==> src/rtl/rc4_pkg.sv <==
// shared types and constants for the rc4 stream cipher
`default_nettype none

package rc4_pkg;

    localparam int unsigned BYTE_W     = 8;
    localparam int unsigned SBOX_DEPTH = 256;
    localparam int unsigned CNT_W      = 9;

    localparam logic CMD_KEY  = 1'b0;
    localparam logic CMD_DATA = 1'b1;

    typedef struct packed {
        logic              command;
        logic [BYTE_W-1:0] byte_in;
        logic              key_last;
    } rc4_in_t;

    typedef struct packed {
        logic [BYTE_W-1:0] byte_out;
        logic              key_missing;
    } rc4_out_t;

    typedef enum logic [3:0] {
        OP_IDLE,
        OP_KEY,
        OP_KEY_LAST,
        OP_CAPTURE,
        OP_FILL,
        OP_KSA_RD,
        OP_KSA_J,
        OP_KSA_W1,
        OP_KSA_W2,
        OP_KS_J,
        OP_KS_T,
        OP_KS_OUT,
        OP_PASS
    } rc4_op_t;

    typedef struct packed {
        rc4_op_t op;
        logic    out_load;
    } rc4_cmd_t;

    typedef struct packed {
        logic n_last;
    } rc4_status_t;

endpackage

`default_nettype wire

==> src/rtl/rc4_dp.sv <==
// rc4 datapath: permutation and key memories, indices and output register
`default_nettype none

module rc4_dp
    import rc4_pkg::*;
#(
    parameter int unsigned MAX_KEY_BYTES = 256
) (
    input  wire logic        clk,
    input  wire logic        rst_n,
    input  wire rc4_in_t     in_data,
    input  wire rc4_cmd_t    cmd,
    output rc4_status_t      status,
    output rc4_out_t         out_data
);

    localparam int unsigned KW = (MAX_KEY_BYTES > 1) ? $clog2(MAX_KEY_BYTES) : 1;
    localparam logic [CNT_W-1:0] MAX_CNT = CNT_W'(MAX_KEY_BYTES);

    logic [BYTE_W-1:0] s_mem [SBOX_DEPTH];
    logic [BYTE_W-1:0] k_mem [MAX_KEY_BYTES];

    logic [BYTE_W-1:0] s_rdata_reg;
    logic [BYTE_W-1:0] k_rdata_reg;

    logic [CNT_W-1:0]  key_count_reg;
    logic [CNT_W-1:0]  len_reg;
    logic [BYTE_W-1:0] i_reg;
    logic [BYTE_W-1:0] j_reg;
    logic [BYTE_W-1:0] n_reg;
    logic [BYTE_W-1:0] jj_reg;
    logic [KW-1:0]     kidx_reg;
    logic [BYTE_W-1:0] si_reg;
    logic [BYTE_W-1:0] sj_reg;
    logic [BYTE_W-1:0] t_reg;
    logic              hit_i_reg;
    logic              hit_j_reg;
    logic [BYTE_W-1:0] data_reg;
    rc4_out_t          out_data_reg;

    logic [BYTE_W-1:0] jj_sum;
    logic [BYTE_W-1:0] j_sum;
    logic [BYTE_W-1:0] t_sum;
    logic [BYTE_W-1:0] i_inc;
    logic [BYTE_W-1:0] keystream;
    logic [BYTE_W-1:0] s_raddr;
    logic [BYTE_W-1:0] s_waddr;
    logic [BYTE_W-1:0] s_wdata;
    logic              s_we;
    logic              key_room;
    logic              k_we;
    logic [CNT_W-1:0]  count_inc;
    logic [CNT_W-1:0]  kidx_inc;

    assign jj_sum    = jj_reg + k_rdata_reg + s_rdata_reg;
    assign j_sum     = j_reg + s_rdata_reg;
    assign t_sum     = si_reg + s_rdata_reg;
    assign i_inc     = i_reg + 8'd1;
    assign key_room  = key_count_reg < MAX_CNT;
    assign k_we      = key_room && (cmd.op == OP_KEY || cmd.op == OP_KEY_LAST);
    assign count_inc = key_room ? key_count_reg + 9'd1 : key_count_reg;
    assign kidx_inc  = {{(CNT_W-KW){1'b0}}, kidx_reg} + 9'd1;
    assign keystream = hit_j_reg ? si_reg : (hit_i_reg ? sj_reg : s_rdata_reg);

    assign status.n_last = (n_reg == 8'hFF);
    assign out_data      = out_data_reg;

    // permutation read address
    always_comb
    begin
        unique case (cmd.op)
            OP_KSA_RD: s_raddr = n_reg;
            OP_KSA_J:  s_raddr = jj_sum;
            OP_KS_J:   s_raddr = j_sum;
            OP_KS_T:   s_raddr = t_sum;
            OP_KS_OUT: s_raddr = t_reg;
            default:   s_raddr = i_inc;
        endcase
    end

    // permutation write port, the swap takes two writes
    always_comb
    begin
        s_we    = 1'b1;
        s_waddr = n_reg;
        s_wdata = n_reg;
        unique case (cmd.op)
            OP_FILL:
            begin
                s_waddr = n_reg;
                s_wdata = n_reg;
            end
            OP_KSA_W1:
            begin
                s_waddr = n_reg;
                s_wdata = s_rdata_reg;
            end
            OP_KSA_W2:
            begin
                s_waddr = jj_reg;
                s_wdata = si_reg;
            end
            OP_KS_T:
            begin
                s_waddr = i_reg;
                s_wdata = s_rdata_reg;
            end
            OP_KS_OUT:
            begin
                s_waddr = j_reg;
                s_wdata = si_reg;
            end
            default:
            begin
                s_we = 1'b0;
            end
        endcase
    end

    always_ff @(posedge clk)
    begin
        if (s_we)
        begin
            s_mem[s_waddr] <= s_wdata;
        end
        s_rdata_reg <= s_mem[s_raddr];
    end

    always_ff @(posedge clk)
    begin
        if (k_we)
        begin
            k_mem[key_count_reg[KW-1:0]] <= in_data.byte_in;
        end
        k_rdata_reg <= k_mem[kidx_reg];
    end

    always_ff @(posedge clk or negedge rst_n)
    begin
        if (!rst_n)
        begin
            key_count_reg <= '0;
            i_reg         <= '0;
            j_reg         <= '0;
        end
        else
        begin
            unique case (cmd.op)
                OP_KEY:
                begin
                    key_count_reg <= count_inc;
                end
                OP_KEY_LAST:
                begin
                    key_count_reg <= '0;
                end
                OP_KSA_W2:
                begin
                    if (status.n_last)
                    begin
                        i_reg <= '0;
                        j_reg <= '0;
                    end
                end
                OP_KS_J:
                begin
                    i_reg <= i_inc;
                    j_reg <= j_sum;
                end
                default:
                begin
                end
            endcase
        end
    end

    always_ff @(posedge clk)
    begin
        unique case (cmd.op)
            OP_KEY_LAST:
            begin
                len_reg  <= count_inc;
                n_reg    <= '0;
                jj_reg   <= '0;
                kidx_reg <= '0;
            end
            OP_CAPTURE:
            begin
                data_reg <= in_data.byte_in;
            end
            OP_FILL:
            begin
                n_reg <= n_reg + 8'd1;
            end
            OP_KSA_J:
            begin
                si_reg <= s_rdata_reg;
                jj_reg <= jj_sum;
            end
            OP_KSA_W2:
            begin
                n_reg <= n_reg + 8'd1;
                if (kidx_inc == len_reg)
                begin
                    kidx_reg <= '0;
                end
                else
                begin
                    kidx_reg <= kidx_inc[KW-1:0];
                end
            end
            OP_KS_J:
            begin
                si_reg <= s_rdata_reg;
            end
            OP_KS_T:
            begin
                sj_reg    <= s_rdata_reg;
                t_reg     <= t_sum;
                hit_i_reg <= (t_sum == i_reg);
                hit_j_reg <= (t_sum == j_reg);
            end
            default:
            begin
            end
        endcase

        if (cmd.out_load)
        begin
            if (cmd.op == OP_PASS)
            begin
                out_data_reg.byte_out    <= data_reg;
                out_data_reg.key_missing <= 1'b1;
            end
            else
            begin
                out_data_reg.byte_out    <= data_reg ^ keystream;
                out_data_reg.key_missing <= 1'b0;
            end
        end
    end

endmodule

`default_nettype wire

==> src/rtl/rc4_ctrl.sv <==
// rc4 controller: sequences key schedule, keystream steps and output transfer
`default_nettype none

module rc4_ctrl
    import rc4_pkg::*;
(
    input  wire logic        clk,
    input  wire logic        rst_n,
    input  wire logic        in_valid,
    output logic             in_stall,
    input  wire rc4_in_t     in_data,
    output logic             out_valid,
    input  wire logic        out_stall,
    output rc4_cmd_t         cmd,
    input  wire rc4_status_t status
);

    typedef enum logic [3:0] {
        S_IDLE,
        S_FILL,
        S_KSA_RD,
        S_KSA_J,
        S_KSA_W1,
        S_KSA_W2,
        S_KS_J,
        S_KS_T,
        S_KS_OUT,
        S_PASS
    } state_t;

    state_t state_reg;
    state_t state_next;
    logic   keyed_reg;
    logic   keyed_next;
    logic   out_valid_reg;
    logic   out_valid_next;
    logic   slot_free;

    assign slot_free = !out_valid_reg || !out_stall;
    assign in_stall  = (state_reg != S_IDLE);
    assign out_valid = out_valid_reg;

    always_comb
    begin
        state_next   = state_reg;
        keyed_next   = keyed_reg;
        cmd.op       = OP_IDLE;
        cmd.out_load = 1'b0;
        unique case (state_reg)
            S_IDLE:
            begin
                if (in_valid)
                begin
                    if (in_data.command == CMD_KEY)
                    begin
                        if (in_data.key_last)
                        begin
                            cmd.op     = OP_KEY_LAST;
                            state_next = S_FILL;
                        end
                        else
                        begin
                            cmd.op = OP_KEY;
                        end
                    end
                    else
                    begin
                        cmd.op     = OP_CAPTURE;
                        state_next = keyed_reg ? S_KS_J : S_PASS;
                    end
                end
            end
            S_FILL:
            begin
                cmd.op = OP_FILL;
                if (status.n_last)
                begin
                    state_next = S_KSA_RD;
                end
            end
            S_KSA_RD:
            begin
                cmd.op     = OP_KSA_RD;
                state_next = S_KSA_J;
            end
            S_KSA_J:
            begin
                cmd.op     = OP_KSA_J;
                state_next = S_KSA_W1;
            end
            S_KSA_W1:
            begin
                cmd.op     = OP_KSA_W1;
                state_next = S_KSA_W2;
            end
            S_KSA_W2:
            begin
                cmd.op = OP_KSA_W2;
                if (status.n_last)
                begin
                    keyed_next = 1'b1;
                    state_next = S_IDLE;
                end
                else
                begin
                    state_next = S_KSA_RD;
                end
            end
            S_KS_J:
            begin
                cmd.op     = OP_KS_J;
                state_next = S_KS_T;
            end
            S_KS_T:
            begin
                cmd.op     = OP_KS_T;
                state_next = S_KS_OUT;
            end
            S_KS_OUT:
            begin
                cmd.op = OP_KS_OUT;
                if (slot_free)
                begin
                    cmd.out_load = 1'b1;
                    state_next   = S_IDLE;
                end
            end
            S_PASS:
            begin
                cmd.op = OP_PASS;
                if (slot_free)
                begin
                    cmd.out_load = 1'b1;
                    state_next   = S_IDLE;
                end
            end
            default:
            begin
                state_next = S_IDLE;
            end
        endcase

        if (cmd.out_load)
        begin
            out_valid_next = 1'b1;
        end
        else if (!out_stall)
        begin
            out_valid_next = 1'b0;
        end
        else
        begin
            out_valid_next = out_valid_reg;
        end
    end

    always_ff @(posedge clk or negedge rst_n)
    begin
        if (!rst_n)
        begin
            state_reg     <= S_IDLE;
            keyed_reg     <= 1'b0;
            out_valid_reg <= 1'b0;
        end
        else
        begin
            state_reg     <= state_next;
            keyed_reg     <= keyed_next;
            out_valid_reg <= out_valid_next;
        end
    end

endmodule

`default_nettype wire

==> src/rtl/rc4_stream_cipher.sv <==
// rc4 stream cipher top level
// keyed data byte: capture, KS_J, KS_T and KS_OUT run the read, read, read-and-swap,
//   write sequence on the s_mem read and write ports; in_stall stays up until loaded
// data byte before any key: passed with key_missing set; both wait for a free output slot
// key byte: stored; final key byte: 256-entry fill, then per entry KSA_RD/J/W1/W2 steps
// reset clears i and j, key count and keyed flag; memories hold no reset value
`default_nettype none

module rc4_stream_cipher
    import rc4_pkg::*;
#(
    parameter int unsigned MAX_KEY_BYTES = 256
) (
    input  wire logic     clk,
    input  wire logic     rst_n,
    input  wire logic     in_valid,
    output logic          in_stall,
    input  wire rc4_in_t  in_data,
    output logic          out_valid,
    input  wire logic     out_stall,
    output rc4_out_t      out_data
);

    rc4_cmd_t    cmd;
    rc4_status_t status;

    rc4_ctrl u_ctrl (
        .clk       (clk),
        .rst_n     (rst_n),
        .in_valid  (in_valid),
        .in_stall  (in_stall),
        .in_data   (in_data),
        .out_valid (out_valid),
        .out_stall (out_stall),
        .cmd       (cmd),
        .status    (status)
    );

    rc4_dp #(
        .MAX_KEY_BYTES (MAX_KEY_BYTES)
    ) u_dp (
        .clk      (clk),
        .rst_n    (rst_n),
        .in_data  (in_data),
        .cmd      (cmd),
        .status   (status),
        .out_data (out_data)
    );

endmodule

`default_nettype wire
==> config.mk <==
export PLATFORM = sky130hd
export DESIGN_NAME = rc4_stream_cipher
export DESIGN_NICKNAME = d
export VERILOG_FILES = /design/src/rtl/rc4_pkg.sv /design/src/rtl/rc4_dp.sv /design/src/rtl/rc4_ctrl.sv /design/src/rtl/rc4_stream_cipher.sv
export SDC_FILE = /design/constraint.sdc
export NUM_CORES = 2
export LEC_CHECK = 0
export BUFFER_PORTS_ARGS = -buffer_cell sky130_fd_sc_hd__clkbuf_2
export CORE_ASPECT_RATIO = 1.1
export CORE_MARGIN = 5
export CORE_UTILIZATION = 34
export CTS_CLUSTER_DIAMETER = 100
export DETAILED_ROUTE_END_ITERATION = 8
export PLACE_DENSITY = 0.57
export SYNTH_ARGS = -nofsm -noshare
export SYNTH_HDL_FRONTEND = slang
export SYNTH_HIERARCHICAL = 1
export SYNTH_SLANG_ARGS = --single-unit
==> constraint.sdc <==
create_clock -name clk -period 10.1 [get_ports clk]
set_input_delay 0 -clock clk [delete_from_list [all_inputs] [get_ports clk]]
set_output_delay 0 -clock clk [all_outputs]
set_load 0.1 [all_outputs]
==> reports/qor.txt <==
Arr. time, crit path: 8.13 ns
Crit path max fanout: 96
I/O Buffers: 24
Startpoint Class: flip-flop
Most used DFF post-synth: edfxtp_1
RSZ-0062 raised after global routing: false
Fmax: 0.138 GHz
Maximum clock insertion buffer count: 4
Post-Syn Nets: 10100
Initial antenna violation count: 18
Drt total wl: 476000 µm
Core area: 0.495 mm²
Hold path start: in_data[9]
Fill cells: 45000
Commonest cells after routing, fill and taps aside: 4172 x edfxtp_1, 1713 x nand2_1, 701 x mux4_2
CTS root buffer: clkbuf_16
Worst skew pair latency: 1.01 ns
CTS clk-pin slew, worst paths: 0.06 ns
Setup TNS: 0 ns
Syn avg cell area: 16.9 µm²
Post-synth EDFFs: 4172
Worst min path class: input port to flip-flop
Final nets: 10100
Die Y: 749 µm
Die ar.: 0.511 mm²
Setup Crit Path Kind: flip-flop to flip-flop
Post-DP HPWL: 280000 µm
Reg-to-Reg Start: u_ctrl/state_reg[0]
Largest net degree at the start of global routing: 182
DR pass1 iterations: 9
Post-synthesis sequential area ratio: 74.9%
Starting density of the core: 34.1%
Minimum clock period: 7.22 ns
# Post-CTS Setup Buffers: 0
YS warnings: 6
Non-Filler Instances: 16900
Critical path required time: 11.01 ns
Fin. max-slew vios: 0
Layout area overhead: 12.4%
Ports: 25
Via density: 5.51
Status: complete, no violations
Synth Cell Area: 0.169 mm²
Total gr overflow: 0
CTS Buf Count: 425
Asr flop ratio synth: 0.735%
Vias in the first global route: 92400
Post-Synthesis Cells: 10000
CTS H-tree depth: 5
Clk_skew: 0.0514 ns
Tot GR Track Use: 18.1%
DRT iter0 DRCs: 11600
Max-cap violations: 0
Avg WL per Cell: 28.1 µm
Synth Register Bits: 4219
Placer congestion estimate: 0.883
Worst Tran Pin Value: 1.40 ns
Final period utilization: 71.5%
Synth unique cells: 103
Site row count: 271
CTS tree: built
DRC Markers: 0
Final hold violation count: 0
Layout cells sized above 1: 15.2%
First-pass GRT wire length: 681000 µm
Placed insts: 16100
Routed via count: 93400
Commonest non-fill, non-tap cell in the layout: edfxtp_1
Setup Viol. Count Final: 0
Die X: 682 µm
Relative slew margins: 6.74%
Final antenna-violating net count: 0
Clock sinks: 4219
Worst setup path start: u_ctrl/state_reg[0]
Setup crit end kind: flip-flop
kinds of logic after synthesis:
logic type / count (synthesis) / share of synthesized area [%]
mux: 911 / 10.6
fa+ha+maj: 37 / 0.319
simple gates: 3278 / 8.32
flops: 4219 / 74.9
buf+inv: 674 / 2.04
xor+xnor: 69 / 0.358
compound gates: 815 / 3.49
path summary, 6_finish.rpt:
check	end	slack, ns	cells after the start
setup / recovery	u_dp/s_rdata_reg[4]	2.88	15
min in group asynchronous	u_ctrl/state_reg[0]	0.16	4
hold / removal	u_ctrl/state_reg[0]	0.10	4
setup reg to reg	u_dp/s_rdata_reg[4]	2.88	15
hold reg to reg	u_dp/out_data[5]	0.56	1
max in group asynchronous	u_dp/key_count_reg[1]	9.75	4
metal layers:
metal	part of all wire [%]	global-route usage (%)
met1	39	23.8
met2	49	30.1
met3	7.9	3.02
met4	4.2	6.75
met5	0.014	0
metrics by stage:
| step | util (%) | instance area, µm² | worst slack [ns] | hold slack (ns) |
|---|---|---|---|---|
| 3_3_place_gp | 35.5 | 176000 | 2.91 | 0.154 |
| 4_1_cts | 38.3 | 190000 | 3.00 | 0.0335 |
| 3_5_place_dp | 35.5 | 176000 | 3.08 | 0.164 |
| 2_1_floorplan | - | 169000 | 3.91 | -0.296 |
| 6_report | 38.3 | 190000 | 2.88 | 0.105 |
| 5_1_grt | 38.3 | 190000 | 2.43 | 0.0957 |
area by class of cell:
cell class	count	area, µm²	area share [%]
flip-flops and latches	4219	126000	66.6
repair buffers	226	2080	1.10
clock inverters	265	2500	1.32
diodes	8	20.0	0.0105
multi-input cells	5110	39200	20.7
clock buffers	522	11200	5.88
well taps	6552	8200	4.32
inverters	38	203	0.107
Yosys cell counts (7+ instances only):
cell	number	share of area (%)
buf_4	103	0.46
a211oi_1	24	0.11
and2_1	7	0.026
a32o_1	24	0.14
and3_1	170	0.63
nand2_1	1729	3.8
nand3_1	545	1.6
or3_1	9	0.033
nor3_1	58	0.17
mux2i_1	204	1.2
mux4_2	701	9.4
o21ai_0	56	0.17
a32oi_1	44	0.23
o21a_1	10	0.044
clkbuf_1	221	0.49
ha_1	27	0.20
a21oi_1	210	0.62
o22ai_1	34	0.13
inv_1	37	0.082
o31ai_1	9	0.040
a22oi_1	22	0.098
nor4_1	30	0.11
o211ai_1	7	0.031
buf_1	65	0.14
nand2b_1	13	0.048
nor2b_1	15	0.056
a311oi_1	131	0.68
a31oi_1	77	0.29
buf_6	34	0.23
xor2_1	32	0.17
buf_2	212	0.63
edfxtp_1	4172	74
fa_1	10	0.12
a221oi_1	48	0.25
dfrtp_1	31	0.46
dfxtp_1	16	0.19
nor3b_1	9	0.040
nor2_1	614	1.4
nand3b_1	8	0.036
o21ai_1	7	0.021
xnor2_1	37	0.19
a21o_1	15	0.067
nand4_1	33	0.12
a22o_1	7	0.036
a222oi_1	8	0.047
worst max-delay path, stage by stage (launching register included):
cell	delay, ns
dfrtp_1	0.73
nor2_1	0.17
o21ai_2	0.72
nand2b_1	0.67
a31o_2	0.48
o31ai_4	0.66
buf_16	0.24
buf_12	0.44
buf_4	0.72
mux2i_1	0.18
mux2i_1	0.18
a32oi_1	0.14
nand3_1	0.27
nor2_1	0.09
o41ai_1	1.00
o311a_1	0.31
repair_timing:
item,in CTS,in global routing
endpoints found under the hold margin,872,0
hold buffers,17,0
gates resized for setup,0,0
Power is left out: the tool's default activity adds up to more than one toggle a clock period on the data nets, which glitch-free logic cannot reach.
